$ cat src/rtl/core/lsu_pkg.sv
// shared types, constants and codes for the rv32i load/store unit
package lsu_pkg;

    // data memory geometry
    localparam int unsigned MEM_WORDS = 4096;
    localparam int unsigned MEM_BYTES = MEM_WORDS * 4;
    localparam int unsigned ROW_W     = $clog2(MEM_WORDS);
    localparam int unsigned LANES     = 4;

    // command queue geometry
    localparam int unsigned Q_DEPTH = 2;
    localparam int unsigned Q_PTR_W = $clog2(Q_DEPTH);

    // operation codes
    localparam logic OP_LOAD  = 1'b0;
    localparam logic OP_STORE = 1'b1;

    // funct3 access codes
    localparam logic [2:0] F3_B  = 3'd0;
    localparam logic [2:0] F3_H  = 3'd1;
    localparam logic [2:0] F3_W  = 3'd2;
    localparam logic [2:0] F3_BU = 3'd4;
    localparam logic [2:0] F3_HU = 3'd5;

    // result status codes
    typedef enum logic [1:0] {
        STATUS_OK        = 2'd0,
        STATUS_BAD_FUNCT3 = 2'd1,
        STATUS_RANGE     = 2'd2
    } lsu_status_t;

    // request payload
    typedef struct packed {
        logic               op;
        logic [2:0]         funct3;
        logic [31:0]        base_value;
        logic signed [11:0] offset;
        logic [31:0]        store_data;
        logic [4:0]         dest_index;
    } lsu_req_t;

    // result payload
    typedef struct packed {
        logic [31:0] load_data;
        logic        write_enable;
        logic [4:0]  dest_out;
        logic [1:0]  status;
    } lsu_rsp_t;

    // classified command between front and back
    typedef struct packed {
        logic                         is_store;
        logic [2:0]                   funct3;
        lsu_status_t                  status;
        logic [4:0]                   dest;
        logic [1:0]                   lane_shift;
        logic [LANES-1:0]             lane_en;
        logic [LANES-1:0][ROW_W-1:0]  lane_row;
        logic [LANES-1:0][7:0]        lane_wdata;
    } lsu_cmd_t;

endpackage

$ cat src/rtl/core/lsu_front.sv
// front end: address generation, size decode, bounds check and lane split
module lsu_front
    import lsu_pkg::*;
(
    input  lsu_req_t req,
    output lsu_cmd_t cmd
);

    logic [31:0] addr;
    logic [2:0]  size;
    logic [32:0] end_addr;
    logic        in_range;
    logic        access_ok;

    // effective address and access size
    always_comb
    begin
        addr = req.base_value + {{20{req.offset[11]}}, req.offset};
        unique case (req.funct3)
            F3_B:    size = 3'd1;
            F3_H:    size = 3'd2;
            F3_W:    size = 3'd4;
            F3_BU:   size = (req.op == OP_STORE) ? 3'd0 : 3'd1;
            F3_HU:   size = (req.op == OP_STORE) ? 3'd0 : 3'd2;
            default: size = 3'd0;
        endcase
        end_addr  = {1'b0, addr} + 33'(size);
        in_range  = end_addr <= 33'(MEM_BYTES);
        access_ok = (size != 3'd0) && in_range;
    end

    // command fields and per-lane split
    always_comb
    begin
        logic [1:0] rel;
        cmd.is_store   = (req.op == OP_STORE);
        cmd.funct3     = req.funct3;
        cmd.dest       = req.dest_index;
        cmd.lane_shift = addr[1:0];
        if (size == 3'd0)
            cmd.status = STATUS_BAD_FUNCT3;
        else if (!in_range)
            cmd.status = STATUS_RANGE;
        else
            cmd.status = STATUS_OK;
        for (int b = 0; b < LANES; b++)
        begin
            rel = 2'(b) - addr[1:0];
            cmd.lane_en[b]    = access_ok && (3'(rel) < size);
            cmd.lane_row[b]   = addr[ROW_W+1:2] + ROW_W'(2'(b) < addr[1:0]);
            cmd.lane_wdata[b] = 8'(req.store_data >> {rel, 3'b000});
        end
    end

endmodule

$ cat config.mk
export PLATFORM = sky130hd
export DESIGN_NAME = lsu_front
export DESIGN_NICKNAME = d
export VERILOG_FILES = /design/src/rtl/core/lsu_pkg.sv /design/src/rtl/core/lsu_front.sv
export SDC_FILE = /design/constraint.sdc
export NUM_CORES = 1
export LEC_CHECK = 0
export BUFFER_PORTS_ARGS = -buffer_cell sky130_fd_sc_hd__buf_2
export CORE_ASPECT_RATIO = 1.5
export CORE_MARGIN = 5
export CORE_UTILIZATION = 52
export DETAILED_ROUTE_END_ITERATION = 7
export PLACE_DENSITY_LB_ADDON = 0.25
export SYNTH_ARGS = -nofsm -noshare
export SYNTH_HDL_FRONTEND = slang
export SYNTH_SLANG_ARGS = --single-unit
$ cat constraint.sdc
create_clock -name vclk -period 9.05
set_input_delay 1.81 -clock vclk [all_inputs]
set_output_delay 1.81 -clock vclk [all_outputs]
set_load 0.005 [all_outputs]
==> impl_results.md, run 1 <==
- Outcome: finished clean
- Via density: 6.34
- Max Cap Violations: 0
- Die H: 124 µm
- Final Cell Area: 0.00531 mm²
- Hold Violations, Final: 0
- Area after DPL: 0.00531 mm²
- Power Density: 101 mW/mm²
- Worst Hold Class: in -> out
- Routed wire length: 15.1 mm
- Commonest non-fill, non-tap cell in the layout: buf_2
- Buf/Inv on CP: 3
- Leading cell types in the layout, fill and taps excluded: buf_2 (172), nand2_1 (66), ha_1 (46)
- Worst Path Class, Setup: in -> out
- Sum Neg Setup Slack: 0 ns
- Power, Total: 538 µW
- Pre-antenna DRT Iters: 4
- Hold endpoint: cmd[86]
- Worst hold path depth: 0
- Initial antenna violation count: 0
- Seq cells: 0
- Die X: 85.9 µm
- Max Freq: 0.122 GHz
- Cts-stage hold buffer count: 0
- Crit-path cells: buf_2 > ha_2 > inv_1 > fa_1 > nand2b_2 > a211oi_4 > o21ai_1 > a211oi_2 > nand3_1 > or4_4 > or4_4 > or4_4 > a22oi_2 > o211ai_2 > nor3_1 > buf_2
- ANT cells: 0
- Largest net degree at the start of global routing: 36
- Metal2 WL: 8.13 mm
- Startpoint Class: input pin
- Layout net count: 862
- Wire length per cell: 18.1 µm
- Core area: 0.00841 mm²
- Final GP Congestion: 0.883
- Synthesis Warnings: 0
- Cell taking the most area after synthesis: mux4_2
- # resized after CTS: 0
- Crit path max fanout: 11
- Vias in the first global route: 5273
- Hold_sp: req[0]
- Synthesized cell area: 0.00450 mm²
- # DRC: 0
- Setup-failing EPs final: 0
- # IOs: 182
- Slew at the pin closest to its max-slew limit: 0.965 ns
- Mapped Cells: 591
- Slew Viols, Final: 0
- Post-synth net total: 725
- Metal3 WL: 1.14 mm
- Layout cells sized above 1: 32.8%
- Highest routed layer: met4
- Rel. slew slack: 35.6%
- Die Area: 0.0106 mm²
- Period utilization: 90.9%
- First-pass GRT wire length: 24.1 mm
- P&R area growth vs syn: 18.1%
- Critical path capture point type: output port
- Crit path time final: 8.22 ns
- Via count: 5283
- Clkbuf count: 0
- Wl on met1: 5.17 mm
- HPWL Detailed: 12.9 mm
- Slowest CP cell: a211oi_2
- CP dominant cell by count: or4_4
- CP peak stage delay: 0.67 ns
- Mapped Avg Cell Area: 7.61 µm²
- RSZ-0062 raised after global routing: false
- Grt ovf: 0
- Register area share after synthesis: 0%
- Leak Pwr: 2.40 nW
- Port Buf Inserts: 172
- Starting Density: 53.4%
- Sequential cell area: 0 µm²
- Top delay family on crit path: simple AND/OR/NAND/NOR gates
- Share of the synthesized area in the top cell type: 16.0%
- Site row count: 41
- CP arrival: 6.41 ns
- Iter 0 DRT Violations: 250
- VDD IR-drop max: 0.0000761 V
- Setup Fix Bufs, Post-CTS: 0
- Worst EP required: 7.24 ns
- Synth area leaders: mux4_2 (16%), ha_1 (13%), xnor2_1 (8.2%), nand2_1 (5.5%), a21oi_1 (4.8%)
- DRT antenna net count: 0
- GR Util All Layers: 27.3%
- Post-synth cell types: 78
through the flow:
step                instances  utilization, %  hold WS, ns  worst slack [ns]
finish                    833            63.1         3.62             0.827
global route              833            63.1         3.62             0.542
detailed placement        833            63.1         3.62             0.879
floorplan                 591               -         3.70              1.30
global placement          833            63.1         3.62              1.03
CTS                       833            63.1         3.62             0.870
cell usage after synthesis, types with 3 or more instances:
library cell,instances
a211o_1,4
a211oi_1,4
a21o_1,12
a21oi_1,43
a31oi_1,3
and2_1,10
and3_1,14
and4b_1,3
buf_2,7
buf_4,9
clkbuf_1,20
ha_1,47
inv_1,19
mux2i_1,4
mux4_2,32
nand2_1,66
nand2b_1,6
nand3_1,21
nand3b_1,3
nand4_1,12
nor2_1,35
nor2b_1,3
nor3_1,19
nor4_1,4
o211a_1,6
o211ai_1,8
o21a_1,3
o21ai_0,37
o21ai_1,5
o21bai_1,4
o2bb2ai_1,3
or2_2,4
or3_1,5
or4_1,5
or4_4,4
xnor2_1,42
xor2_1,13
kinds of logic (layout without fill, tap and decap cells):
group                      after synthesis  after routing  synth area share (%)
muxes                                   37             37                  17.2
buffers and inverters                   59            194                  6.21
xor gates and xnor gates                57             57                  11.4
adders and majority gates               49             49                  14.0
AOI/OAI and AO/OA                      162            162                  24.6
and+or+nand+nor                        227            227                  26.6
area by class of cell:
| class | count | area, µm² |
|---|---|---|
| multi-input combinational | 532 | 4220 |
| fill | 787 | 3110 |
| timing repair buffer | 175 | 883 |
| tap | 107 | 134 |
| inverter | 19 | 71.3 |
worst max path at each step:
stage / depth (start not counted) / endpoint / slack, ns / startpoint
floorplan: 18 / cmd[81] / 1.30 / req[37]
global placement: 16 / cmd[82] / 1.03 / req[37]
detailed placement: 16 / cmd[83] / 0.88 / req[37]
CTS: 16 / cmd[81] / 0.87 / req[37]
global route: 16 / cmd[83] / 0.54 / req[37]
finish: 16 / cmd[83] / 0.83 / req[37]
power breakdown:
part / switching, mW / leakage [nW] / internal [mW]
combinational: 0.299 / 2.40 / 0.240
clock: 0 / 0 / 0
sequential: 0 / 0 / 0
per-layer routing:
metal / global-route usage, % / vias to the layer above
met1: 26.7 / 2507
li1: - / 2510
met2: 54.3 / 221
met5: 0 / -
met3: 5.56 / 45
met4: 11.2 / 0
No activity file was read; power rests on OpenSTA's default activity.
==> run 2: changes to the inputs <==
Settings changed: GPL_ROUTABILITY_DRIVEN set to 0, MAX_ROUTING_LAYER set to met4.
==> run 2 against run 1 <==
Final area did not move. Combinational power is essentially flat. Cell count unchanged. Wire length decreased by 0.84%. Hold slack did not move.
==> impl_results.md, run 2 (same netlist as run 1, synthesis figures left out) <==
- Most Used Layer, Global Route: met2
- Fillers: 820 (+4.2%)
- Commonest non-fill, non-tap cell in the layout: buf_2
- Leak Pwr: 2.40 nW (unchanged)
- Grt met2 use: 53.5% (-0.77 points)
- Vias in the first global route: 5289 (+0.30%)
- Slowest CP cell: a211oi_2
- Slew at the pin closest to its max-slew limit: 0.959 ns (-0.00673 ns)
- Buf/Inv on CP: 3 (unchanged)
- Pre-antenna DRT Iters: 5 (+1)
- Critical path capture point type: output port
- Hold Violations, Final: 0 (unchanged)
- Core area: 0.00841 mm² (unchanged)
- Layout cells sized above 1: 32.8% (unchanged)
- Routed wire length: 14.9 mm (-0.84%)
- # IOs: 182 (unchanged)
- DRT antenna net count: 0 (unchanged)
- Area after DPL: 0.00531 mm² (unchanged)
- Die H: 124 µm (unchanged)
- Worst Hold Class: in -> out
- Met1 Usage GRT: 27.4% (+0.63 points)
- GR Util All Layers: 27.6% (+0.33 points)
- Final Cell Area: 0.00531 mm² (unchanged)
- Power, Total: 538 µW (-0.17%)
- CP peak stage delay: 0.64 ns (-0.03 ns)
- Site row count: 41 (unchanged)
- Crit-path cells: buf_2 > ha_2 > inv_1 > fa_1 > nand2b_2 > a211oi_4 > o21ai_1 > a211oi_2 > nand2_1 > or4b_1 > or2_2 > o31a_1 > nor4_1 > o211ai_2 > nor3_1 > buf_2
- Top delay family on crit path: simple AND/OR/NAND/NOR gates
- Sequential share of power: 0% (unchanged)
- Critical path depth: 16 (unchanged)
- Slew Viols, Final: 0 (unchanged)
- Pint: 239 µW (-0.17%)
- Clk network pwr share: 0% (unchanged)
- RSZ-0062 raised after global routing: false
- ANT cells: 0 (unchanged)
- Via count: 5271 (-0.23%)
- Seq cells: 0 (unchanged)
- Worst hold path depth: 0 (unchanged)
- Rel. slew slack: 36.1% (+0.45 points)
- Max Cap Violations: 0 (unchanged)
- Switching share of power: 55.5% (about the same)
- Starting Density: 53.4% (unchanged)
- HPWL Detailed: 12.7 mm (-0.90%)
- Port Buf Inserts: 172 (unchanged)
- Grt ovf: 0 (unchanged)
- Worst EP required: 7.24 ns (about the same)
- Worst Path Class, Setup: in -> out
- Setup Fix Bufs, Post-CTS: 0 (unchanged)
- Sequential cell area: 0 µm² (unchanged)
- Met3 Resource Use GR: 3.97% (-1.6 points)
- Clkbuf count: 0 (unchanged)
- P_sw: 298 µW (-0.17%)
- CP dominant cell by count: buf_2
- Cts-stage hold buffer count: 0 (unchanged)
- P&R area growth vs syn: 18.1% (unchanged)
- Outcome: finished clean
- # resized after CTS: 0 (unchanged)
- Iter 0 DRT Violations: 286 (+14%)
- Max Freq: 0.122 GHz (+0.54%)
- Die X: 85.9 µm (unchanged)
- CP arrival: 6.37 ns (-0.04 ns)
- VDD IR-drop max: 0.0000852 V (+12%)
- PnR worst setup slack: 0.871 ns (+0.0443 ns)
- Layout net count: 862 (unchanged)
- Power Density: 101 mW/mm² (-0.17%)
- Period utilization: 90.4% (-0.49 points)
- Via density: 6.33 (-0.23%)
- Wire length per cell: 17.9 µm (-0.84%)
- First-pass GRT wire length: 23.8 mm (-1.3%)
- Leading cell types in the layout, fill and taps excluded: buf_2 (172), nand2_1 (66), ha_1 (46)
- Initial antenna violation count: 0 (unchanged)
- Largest net degree at the start of global routing: 36 (unchanged)
- Crit path time final: 8.18 ns (-0.0443 ns)
- Die Area: 0.0106 mm² (unchanged)
- Final worst hold slack: 3.62 ns (unchanged)
- Sum Neg Setup Slack: 0 ns (unchanged)
- Post-Place Worst Slack: 0.929 ns (+0.0504 ns)
- # DRC: 0 (unchanged)
- Startpoint Class: input pin
- Combinational power share: 100.0% (about the same)
- Setup-failing EPs final: 0 (unchanged)
- Crit path max fanout: 11 (unchanged)
[run 2: cell counts in the layout (fill, tap and decap cells not counted)]
Identical to the previous run, type by type.
[run 2: per-stage QoR]
step / util, % / instances
2_1_floorplan: - / 591
3_3_place_gp: 63.1 / 833
3_5_place_dp: 63.1 / 833
4_1_cts: 63.1 / 833
5_1_grt: 63.1 / 833
6_report: 63.1 / 833
[run 2: cell type report]
class	instances	area, µm²	share of cell area [%]
Timing Repair Buffer	175	883	16.6
Tap cell	107	134	2.52
Multi-Input combinational cell	532	4220	79.5
Inverter	19	71.3	1.34
[run 2: path summary, 6_finish.rpt]
check / start / end
max: req[37] / cmd[83]
min: req[0] / cmd[86]
[run 2: layer usage]
metal | wire length, µm | part of all wire [%]
met1 | 5200 | 35
met2 | 8120 | 54
met4 | 519 | 3.5
met3 | 1090 | 7.3
met5 | 0 | 0
[run 2: power groups by stage]
stage	clock network (mW)	registers, mW	logic [mW]
6_report	0	0	0.538
5_1_grt	0	0	0.588
4_1_cts	0	0	0.536
3_5_place_dp	0	0	0.531
3_3_place_gp	0	0	0.524
2_1_floorplan	0	0	0.356
