$ cat src/rtl/core/lsu_pkg.sv
// shared types, constants and codes for the rv32i load/store unit
package lsu_pkg;

    // data memory geometry
    localparam int unsigned MEM_WORDS = 4096;
    localparam int unsigned MEM_BYTES = MEM_WORDS * 4;
    localparam int unsigned ROW_W     = $clog2(MEM_WORDS);
    localparam int unsigned LANES     = 4;

    // command queue geometry
    localparam int unsigned Q_DEPTH = 2;
    localparam int unsigned Q_PTR_W = $clog2(Q_DEPTH);

    // operation codes
    localparam logic OP_LOAD  = 1'b0;
    localparam logic OP_STORE = 1'b1;

    // funct3 access codes
    localparam logic [2:0] F3_B  = 3'd0;
    localparam logic [2:0] F3_H  = 3'd1;
    localparam logic [2:0] F3_W  = 3'd2;
    localparam logic [2:0] F3_BU = 3'd4;
    localparam logic [2:0] F3_HU = 3'd5;

    // result status codes
    typedef enum logic [1:0] {
        STATUS_OK        = 2'd0,
        STATUS_BAD_FUNCT3 = 2'd1,
        STATUS_RANGE     = 2'd2
    } lsu_status_t;

    // request payload
    typedef struct packed {
        logic               op;
        logic [2:0]         funct3;
        logic [31:0]        base_value;
        logic signed [11:0] offset;
        logic [31:0]        store_data;
        logic [4:0]         dest_index;
    } lsu_req_t;

    // result payload
    typedef struct packed {
        logic [31:0] load_data;
        logic        write_enable;
        logic [4:0]  dest_out;
        logic [1:0]  status;
    } lsu_rsp_t;

    // classified command between front and back
    typedef struct packed {
        logic                         is_store;
        logic [2:0]                   funct3;
        lsu_status_t                  status;
        logic [4:0]                   dest;
        logic [1:0]                   lane_shift;
        logic [LANES-1:0]             lane_en;
        logic [LANES-1:0][ROW_W-1:0]  lane_row;
        logic [LANES-1:0][7:0]        lane_wdata;
    } lsu_cmd_t;

endpackage

$ cat src/rtl/core/lsu_queue.sv
// small command queue between the front and back ends
module lsu_queue
    import lsu_pkg::*;
(
    input  logic     clk,
    input  logic     rst_n,
    input  logic     push,
    input  lsu_cmd_t push_cmd,
    output logic     full,
    input  logic     pop,
    output logic     head_valid,
    output lsu_cmd_t head_cmd
);

    lsu_cmd_t             entry_reg [Q_DEPTH];
    logic [Q_PTR_W-1:0]   wr_ptr_reg;
    logic [Q_PTR_W-1:0]   rd_ptr_reg;
    logic [Q_PTR_W:0]     count_reg;
    logic [Q_PTR_W:0]     count_next;

    assign full       = (count_reg == (Q_PTR_W+1)'(Q_DEPTH));
    assign head_valid = (count_reg != '0);
    assign head_cmd   = entry_reg[rd_ptr_reg];

    // occupancy update
    always_comb
    begin
        count_next = count_reg;
        if (push && !pop)
            count_next = count_reg + 1'b1;
        else if (pop && !push)
            count_next = count_reg - 1'b1;
    end

    // pointers and count
    always_ff @(posedge clk or negedge rst_n)
    begin
        if (!rst_n)
        begin
            wr_ptr_reg <= '0;
            rd_ptr_reg <= '0;
            count_reg  <= '0;
        end
        else
        begin
            if (push)
                wr_ptr_reg <= wr_ptr_reg + 1'b1;
            if (pop)
                rd_ptr_reg <= rd_ptr_reg + 1'b1;
            count_reg <= count_next;
        end
    end

    // entry storage
    always_ff @(posedge clk)
    begin
        if (push)
            entry_reg[wr_ptr_reg] <= push_cmd;
    end

endmodule

$ cat config.mk
export PLATFORM = sky130hd
export DESIGN_NAME = lsu_queue
export DESIGN_NICKNAME = d
export VERILOG_FILES = /design/src/rtl/core/lsu_pkg.sv /design/src/rtl/core/lsu_queue.sv
export SDC_FILE = /design/constraint.sdc
export NUM_CORES = 1
export LEC_CHECK = 0
export ABC_AREA = 1
export BUFFER_PORTS_ARGS = -buffer_cell sky130_fd_sc_hd__buf_2
export CAP_MARGIN = 20
export CORE_MARGIN = 2
export CORE_UTILIZATION = 45
export CTS_BUF_LIST = sky130_fd_sc_hd__clkbuf_4
export DETAILED_ROUTE_END_ITERATION = 7
export PLACE_DENSITY = 0.73
export SYNTH_ARGS = -nofsm -noshare
export SYNTH_HDL_FRONTEND = slang
export SYNTH_SLANG_ARGS = --single-unit
$ cat constraint.sdc
create_clock -name clk -period 5.4 [get_ports clk]
set_input_delay 0.27 -clock clk [delete_from_list [all_inputs] [get_ports clk]]
set_output_delay 0.27 -clock clk [all_outputs]
set_load 0.01 [all_outputs]
==> flow_summary.yaml, run 1 <==
synth:
  yosysTopAreaCellShare_pct: 80.0
  ys.flop_type: "edfxtp_1"
  synth_cell_types: 14
  netlist_top_cells_area: "edfxtp_1 80%, mux2_2 12%, mux2_4 4.1%"
  ys_seq_area_share_pct: 81.4
  synth.most_common_cell: "edfxtp_1"
  ys_ff_latch: 198
  async_flop_share_pct: 2.02
  syn_nets: 429
  synth_edf_count: 194
  postSynthAreaPerCell_um2: 22.3
  ys_warn_count: 0
  yosysTopAreaCell: "edfxtp_1"
  postSynthCellCount: 327
  mappedNetlistArea_mm2: 0.00728
  synthTopCellsByCount: "194 x edfxtp_1, 77 x mux2_2, 20 x mux2_4"
worst_setup_path:
  path_cells: "buf_4 > mux2_2 > buf_2"
  crit_type: "reg -> out"
  critPathLaunchType: "flip-flop"
  required_ns: 5.13
  worst_ep_arrival_time_ns: 2.76
  cp-end-kind: "primary output"
  worst_path_max_delay_cell: "dfrtp_4"
  critPathMaxStageDelay_ns: 0.88
  crit_path_max_fanout: 53
clock_tree:
  numCtsBuffers: 17
  clk_pin_slew_worst_paths_ns: 0.15
  clockBufferDepth: 2
  cts_tree: "done"
  cts_setup_buffers: 0
  post_cts_resized: 0
  clkSinkCount: 198
  clk_latency_ns: 0.56
  cts_root_buf: "clkbuf_4"
  cts_max_level: 4
  holdBufCountCts: 101
sta:
  layout_setup_ws_ns: 2.37
  finalSetupViolCount: 0
  fmax_mhz: 330
  finalCritPeriodShare_pct: 56.2
  worstMarginPinSlew_ns: 0.772
  final-hold-violation-count: 0
  drv_slew: 0
  finClkSkew_ns: 0.0168
  fin_tns_setup_ns: 0
  period_minus_slack_ns: 3.03
  rsz0062_at_grt: "false"
  slew_headroom_pct: 48.6
routing:
  drc: 0
  dr.first_iter.drc_count: 294
  vias_per_cell: 4.78
  firstDrtPassIters: 4
  ant_nets: 0
  via_count: 4151
  wirelength_um: 14700
  wire_per_inst_um: 16.9
min_path:
  hp-class: "in -> reg"
finish:
  utilization_pct: 62.5
  num_antenna_cells: 0
  final_cell_count_no_fill: 868
  largest_reg_flops: 194
  nNetsFinal: 741
  areaGrowthSynthToFinish_pct: 36.0
  drive_gt1_share_pct: 51.1
  final_area_mm2: 0.00990
floorplan:
  rows: 46
  start_util_pct: 46.0
  fp.dieW_um: 131
  ios: 200
  dieArea_mm2: 0.0172
  die_y_um: 131
  core_mm2: 0.0158
placement:
  detailed_place_hpwl_um: 8620
  dpl_cell_area_mm2: 0.00851
  io_buffers: 199
  pre_cts_ws_ns: 2.90
  dp.cells: 735
  gp_congestion: 0.733
power:
  vdd_drop_max_uv: 295
  p_leak_nw: 3.82
  p_per_area_mw_per_mm2: 453
global_routing:
  grt_max_degree: 54
  antenna_found_initial: 0
  grt_first_pass_wirelength_um: 23400
  grtUsageTotal_pct: 17.6
  overflow: 0
  grt_pass1_vias: 4704
status:
  outcome: "complete, no violations"
run:
  maxCapViolCount: 0
==> cell usage in the layout (no fill, tap or decap) <==
cell,count
buf_2,199
edfxtp_1,194
dlygate4sd3_1,101
mux2_2,77
mux2_4,20
clkbuf_4,17
inv_1,6
nand2_1,6
bufinv_16,6
buf_4,4
dfrtp_1,3
xor2_1,2
inv_6,2
clkinvlp_4,2
clkinv_4,2
clkinv_1,2
nor2_1,1
inv_4,1
nor2_4,1
xnor2_1,1
nand3_1,1
nand4_1,1
ha_1,1
inv_8,1
dfrtp_4,1
==> worst max-delay path: cells and delay by family, from the launching register on <==
| family | cells | cell delay (ns) |
|---|---|---|
| flip-flops | 1 | 0.88 |
| multiplexers | 1 | 0.42 |
| buffers and inverters | 2 | 0.86 |
==> cell families (layout without fill, tap and decap cells) <==
group / count (synthesis) / count (layout) / synth area share, %
XOR/XNOR: 3 / 3 / 0.361
adder cells (fa/ha/maj): 1 / 1 / 0.172
buffers and inverters: 18 / 343 / 1.46
flip-flops: 198 / 198 / 81.4
multiplexers: 97 / 97 / 16.0
AND/OR/NAND/NOR: 10 / 10 / 0.567
==> power breakdown <==
group          internal (mW)  switching [mW]  leakage (nW)
logic                  0.672           0.676          1.77
clock network          0.465           0.486         0.190
registers               2.04           0.146          1.87
==> metrics by stage <==
stage | hold slack [ns] | total power, mW
2_1_floorplan | -0.0256 | 3.07
3_3_place_gp | 0.0861 | 3.48
3_5_place_dp | 0.0890 | 3.52
4_1_cts | 0.344 | 4.53
5_1_grt | 0.356 | 4.71
6_report | 0.421 | 4.48
==> final timing paths <==
path                               endpoint  cells past startpoint    startpoint  slack (ns)
setup reg to reg           entry_reg[1][52]                      3    wr_ptr_reg        3.34
hold reg to reg                count_reg[1]                      2  count_reg[1]        0.52
min in group asynchronous      count_reg[1]                      3         rst_n        0.62
hold / removal             entry_reg[1][28]                      2  push_cmd[28]        0.42
max in group asynchronous        rd_ptr_reg                      3         rst_n        4.55
setup / recovery                head_cmd[1]                      3    rd_ptr_reg        2.37
==> metal layers <==
metal / wire length, um / part of all wire [%] / track usage (%) / vias up
li1: - / - / - / 1913
met4: 251 / 1.7 / 6.64 / 0
met5: 0 / 0 / 0 / -
met3: 1010 / 6.9 / 6.21 / 25
met2: 7750 / 53 / 31.5 / 177
met1: 5640 / 38 / 19.3 / 2036
==> cell type report <==
class,count,area [um^2]
Clock buffer,17,128
Clock inverter,15,249
Fill cell,1143,5930
Inverter,7,28.8
Multi-Input combinational cell,111,1250
Sequential cell,198,5930
Tap cell,216,270
Timing Repair Buffer,304,2040
Note: power is estimated with default switching activity, not from simulation.
==> inputs of run 2 (changes only) <==
--- a/config.mk
+++ b/config.mk
@@ -12,7 +12,7 @@
 export CORE_UTILIZATION = 45
 export CTS_BUF_LIST = sky130_fd_sc_hd__clkbuf_4
 export DETAILED_ROUTE_END_ITERATION = 7
-export PLACE_DENSITY = 0.73
+export PLACE_DENSITY = 0.7
 export SYNTH_ARGS = -nofsm -noshare
 export SYNTH_HDL_FRONTEND = slang
 export SYNTH_SLANG_ARGS = --single-unit
==> constraint.sdc (replaced) <==
create_clock -name clk -period 2.9 [get_ports clk]
set_input_delay 0.145 -clock clk [delete_from_list [all_inputs] [get_ports clk]]
set_output_delay 0.145 -clock clk [all_outputs]
set_load 0.01 [all_outputs]
==> run 2 against run 1 <==
Sequential power up 84%. Register-to-register slack worse by 2.1 ns. Clock skew down 0.0049 ns. Critical endpoint is now head_cmd[86]. Clock power up 55%. Worst setup slack worse by 1.9 ns. Final area down 0.56%.
==> flow_summary.yaml, run 2 (synthesis results as in run 1) <==
finish:
  final_cell_count_no_fill: 868
  utilization_pct: 62.2
  final_area_mm2: 0.00984
  layout_common_cells: "199 x buf_2, 194 x edfxtp_1, 101 x dlygate4sd3_1, 77 x mux2_2, 21 x clkbuf_4"
  largest_reg_flops: 194
  layout_commonest_cell: "buf_2"
  drive_gt1_share_pct: 51.1
  areaGrowthSynthToFinish_pct: 35.2
  nNetsFinal: 742
  num_antenna_cells: 0
placement:
  dpl_cell_area_mm2: 0.00854
  io_buffers: 199
  pre_cts_ws_ns: 1.06
  dp.cells: 736
  gp_congestion: 0.708
  detailed_place_hpwl_um: 8810
min_path:
  hp-class: "in -> reg"
  min_from: "push_cmd[43]"
  holdPathEnd: "entry_reg[0][43]"
  whs_path_depth: 2
global_routing:
  grt_first_pass_wirelength_um: 22500
  grt_pass1_vias: 4476
  overflow: 0
  antenna_found_initial: 0
  grtUsageTotal_pct: 16.9
  grt_max_degree: 71
power:
  internal-power_mw: 5.70
  seqPwrFrac_pct: 49.7
  p_leak_nw: 3.80
  p_switching_mw: 2.36
  vdd_drop_max_uv: 488
  comb_power_share_pct: 32.1
  swShare_pct: 29.3
  power.total_mw: 8.06
  clkPwrFrac_pct: 18.2
  p_per_area_mw_per_mm2: 819
sta:
  fin_tns_setup_ns: 0
  worstMarginPinSlew_ns: 0.759
  final-hold-violation-count: 0
  rsz0062_at_grt: "false"
  slew_headroom_pct: 49.4
  layout_setup_ws_ns: 0.451
  hold_ws_ns: 0.314
  period_minus_slack_ns: 2.45
  drv_slew: 0
  fmax_mhz: 408
  finalCritPeriodShare_pct: 84.5
  finalSetupViolCount: 0
  finClkSkew_ns: 0.0119
floorplan:
  fp.dieW_um: 131
  rows: 46
  dieArea_mm2: 0.0172
  core_mm2: 0.0158
  start_util_pct: 46.0
  die_y_um: 131
  ios: 200
worst_setup_path:
  cp-end-kind: "primary output"
  critPathMaxStageDelay_ns: 0.71
  worst_ep_arrival_time_ns: 2.30
  reg2reg_slack_ns: 1.25
  reg2reg_from: "wr_ptr_reg"
  worst_path_max_delay_cell: "dfrtp_4"
  reg2reg_to: "entry_reg[1][20]"
  rr_worst_depth: 3
  crit_type: "reg -> out"
  crit_path_max_fanout: 70
  critPathLaunchType: "flip-flop"
  required_ns: 2.76
  path_cells: "buf_12 > mux2_2 > buf_2"
clock_tree:
  post_cts_resized: 0
  clk_pin_slew_worst_paths_ns: 0.14
  clk_latency_ns: 0.53
  clockBufferDepth: 2
  cts_root_buf: "clkbuf_4"
  cts_setup_buffers: 0
  cts_max_level: 4
  numCtsBuffers: 17
  holdBufCountCts: 101
  clkSinkCount: 198
  cts_tree: "done"
status:
  outcome: "complete, no violations"
routing:
  wire_per_inst_um: 16.5
  ant_nets: 0
  vias_per_cell: 4.69
  firstDrtPassIters: 4
  via_count: 4070
  drc: 0
  wirelength_um: 14300
  dr.first_iter.drc_count: 221
run:
  maxCapViolCount: 0
[run 2: cell count changes in the layout (fill, tap and decap cells not counted), sizes merged]
cell	before	now
buf	203	204
bufinv	6	3
clkbuf	17	21
clkinv	4	5
inv	10	7
[run 2: per-layer routing]
layer  part of all wire [%]  vias to the layer above  GRT usage [%]
met2                     52                      148           30.1
met3                    6.6                       17           5.86
met1                     40                     1996           19.1
met4                    1.3                        0           5.50
met5                      0                        -              0
li1                       -                     1909              -
[run 2: layout make-up]
cell class / instances / area (um^2)
clock buffer: 21 / 158
clock inverter: 10 / 131
fill: 1134 / 5990
inverter: 7 / 28.8
multi-input combinational: 111 / 1250
sequential: 198 / 5930
tap: 216 / 270
timing repair buffer: 305 / 2070
[run 2: worst max-delay path, delay by kind of cell (launching register included)]
kind / cells / cell delay, ns
DFF: 1 / 0.71
buffers and inverters: 2 / 0.52
muxes: 1 / 0.40
[run 2: power groups by stage]
stage               sequential [mW]  clock (mW)  combinational, mW
global route                   4.07        1.61               2.77
CTS                            4.01        1.51               2.62
finish                         4.01        1.47               2.58
global placement               4.05           0               2.46
detailed placement             4.08           0               2.50
floorplan                      3.98           0               1.70
[run 2: worst max path at each step]
stage | endpoint | slack (ns) | startpoint | cells past startpoint
global route | head_cmd[88] | 0.31 | rd_ptr_reg | 3
detailed placement | head_cmd[20] | 1.06 | rd_ptr_reg | 3
floorplan | entry_reg[1][0] | 0.10 | wr_ptr_reg | 2
finish | head_cmd[86] | 0.45 | rd_ptr_reg | 3
global placement | head_cmd[20] | 1.07 | rd_ptr_reg | 3
CTS | head_cmd[20] | 0.39 | rd_ptr_reg | 3
==> inputs of run 3 (changes only) <==
--- a/config.mk
+++ b/config.mk
@@ -5,7 +5,7 @@
 export SDC_FILE = /design/constraint.sdc
 export NUM_CORES = 1
 export LEC_CHECK = 0
-export ABC_AREA = 1
+export ABC_AREA = 0
 export BUFFER_PORTS_ARGS = -buffer_cell sky130_fd_sc_hd__buf_2
 export CAP_MARGIN = 20
 export CORE_MARGIN = 2
==> constraint.sdc (replaced) <==
create_clock -name clk -period 2.4 [get_ports clk]
set_input_delay 0.12 -clock clk [delete_from_list [all_inputs] [get_ports clk]]
set_output_delay 0.12 -clock clk [all_outputs]
set_load 0.01 [all_outputs]
==> run 3 against run 2 <==
First-iteration DRC count is 5.9% lower. Non-clock buffer count is 2 higher. Critical endpoint is now head_cmd[14]. Hold slack worse by 0.027 ns. Global-route usage is 0.26 points lower. Wire length is 0.60% lower. Clock skew is 0.011 ns higher. Critical path depth stayed put. Clock power is 13% higher. Flip-flop and latch count stayed put. Sequential power is 18% higher.
==> flow_summary.yaml, run 3 <==
status:
  outcome: "complete, no violations"
routing:
  via_count: 4027
  wire_per_inst_um: 16.6
  ant_nets: 0
  wirelength_um: 14300
  vias_per_cell: 4.68
  drc: 0
  firstDrtPassIters: 4
  dr.first_iter.drc_count: 208
synth:
  syn_nets: 420
  synth-compound-area-share_pct: 0
  yosysTopAreaCell: "edfxtp_1"
  ys.flop_type: "edfxtp_1"
  synthTopCellsByCount: "194 x edfxtp_1, 77 x mux2_2, 20 x mux2_4"
  mappedNetlistArea_mm2: 0.00726
  netlist_top_cells_area: "edfxtp_1 80%, mux2_2 12%, mux2_4 4.1%"
  synth.area.mux_share_pct: 16.1
  yosysTopAreaCellShare_pct: 80.2
  synth_xor_area_share_pct: 0.603
  synth_cell_types: 14
  synth.most_common_cell: "edfxtp_1"
  async_flop_share_pct: 2.02
  synth_top_family_by_area: "multiplexers"
  ys_warn_count: 0
  synth_edf_count: 194
  postSynthCellCount: 318
  synth-simple-area-share_pct: 0.396
  ys_seq_area_share_pct: 81.6
  postSynthAreaPerCell_um2: 22.8
  synth-adder-area-share_pct: 0.172
  ys_ff_latch: 198
floorplan:
  start_util_pct: 45.9
  dieArea_mm2: 0.0172
  ios: 200
  rows: 46
  die_y_um: 131
  fp.dieW_um: 131
  core_mm2: 0.0158
power:
  vdd_drop_max_uv: 533
  internal-power_mw: 6.81
  p_switching_mw: 2.83
  p_leak_nw: 3.78
  comb_power_share_pct: 33.6
  swShare_pct: 29.3
  seqPwrFrac_pct: 49.2
  clkPwrFrac_pct: 17.2
  p_per_area_mw_per_mm2: 981
sta:
  rsz0062_at_grt: "false"
  finalCritPeriodShare_pct: 85.6
  drv_slew: 0
  worstMarginPinSlew_ns: 0.552
  final-hold-violation-count: 0
  fmax_mhz: 487
  period_minus_slack_ns: 2.05
  finalSetupViolCount: 0
  hold_ws_ns: 0.287
  finClkSkew_ns: 0.0225
  fin_tns_setup_ns: 0
  slew_headroom_pct: 63.2
global_routing:
  antenna_found_initial: 0
  grt_max_degree: 72
  grt_pass1_vias: 4280
  overflow: 0
  grt_first_pass_wirelength_um: 21100
  grtUsageTotal_pct: 16.6
worst_setup_path:
  critPathLaunchType: "flip-flop"
  worst_ep_arrival_time_ns: 1.93
  crit_type: "reg -> out"
  required_ns: 2.28
  cp-end-kind: "primary output"
  crit_path_max_fanout: 27
clock_tree:
  cts_setup_buffers: 0
  clkSinkCount: 198
  numCtsBuffers: 17
  holdBufCountCts: 101
  cts_max_level: 4
  clk_latency_ns: 0.55
  cts_root_buf: "clkbuf_4"
  cts_tree: "done"
  post_cts_resized: 0
  clk_pin_slew_worst_paths_ns: 0.14
  clockBufferDepth: 2
finish:
  num_antenna_cells: 0
  utilization_pct: 62.1
  areaGrowthSynthToFinish_pct: 35.3
  layout_common_cells: "199 x buf_2, 194 x edfxtp_1, 101 x dlygate4sd3_1, 77 x mux2_2, 21 x clkbuf_4"
  nNetsFinal: 735
  largest_reg_flops: 194
  layout_commonest_cell: "buf_2"
  drive_gt1_share_pct: 52.0
placement:
  detailed_place_hpwl_um: 8500
  io_buffers: 199
  gp_congestion: 0.705
run:
  maxCapViolCount: 0
min_path:
  hp-class: "in -> reg"
## run 3: path summary, 6_finish.rpt
kind,from,cells past startpoint,to,slack (ns)
worst max-delay path,rd_ptr_reg,3,head_cmd[14],0.35
worst min-delay path,push_cmd[74],2,entry_reg[1][74],0.29
worst max register to register,wr_ptr_reg,2,entry_reg[1][35],0.84
worst min register to register,count_reg[1],1,count_reg[1],0.51
max in group asynchronous,rst_n,3,rd_ptr_reg,1.68
min in group asynchronous,rst_n,3,wr_ptr_reg,0.47
## run 3: cell type report
cell class | instances | area, um^2
Fill cell | 1130 | 6000
Sequential cell | 198 | 5930
Timing Repair Buffer | 307 | 2100
Multi-Input combinational cell | 108 | 1260
Tap cell | 216 | 270
Clock buffer | 21 | 158
Clock inverter | 9 | 106
Inverter | 1 | 3.75
## run 3: kinds of logic (layout without fill, tap and decap cells)
family,after synthesis,count (layout)
XOR/XNOR,5,5
adder cells (fa/ha/maj),1,1
buffers and inverters,12,338
flip-flops,198,198
multiplexers,97,97
AND/OR/NAND/NOR,5,5
## run 3: metal layers
metal	GRT usage (%)	vias to the layer above	part of all wire, %
met2	29.3	150	51
met3	4.97	17	5.8
met5	0	-	0
met1	19.4	1972	42
met4	5.88	0	1.2
li1	-	1888	-
## run 3: worst max-delay path, stage by stage, from the launching register on
cell,delay [ns]
dfrtp_4,0.45
buf_4,0.39
mux2_2,0.40
buf_2,0.14
## run 3: power groups by stage
stage,Sequential [mW],Clock [mW],Combinational [mW]
after global placement,4.79,0,3.10
after CTS,4.75,1.72,3.30
after global routing,4.81,1.86,3.51
after detailed placement,4.83,0,3.15
after floorplan,4.79,0,2.05
final,4.75,1.66,3.24
## run 3: stage by stage
step	power, mW	setup slack (ns)	std cells	area (um^2)
6_report	9.64	0.345	860	9830
5_1_grt	10.2	0.216	860	9830
4_1_cts	9.77	0.257	860	9830
3_5_place_dp	7.99	0.871	729	8550
3_3_place_gp	7.89	0.904	729	8550
2_1_floorplan	6.84	0.114	318	7270
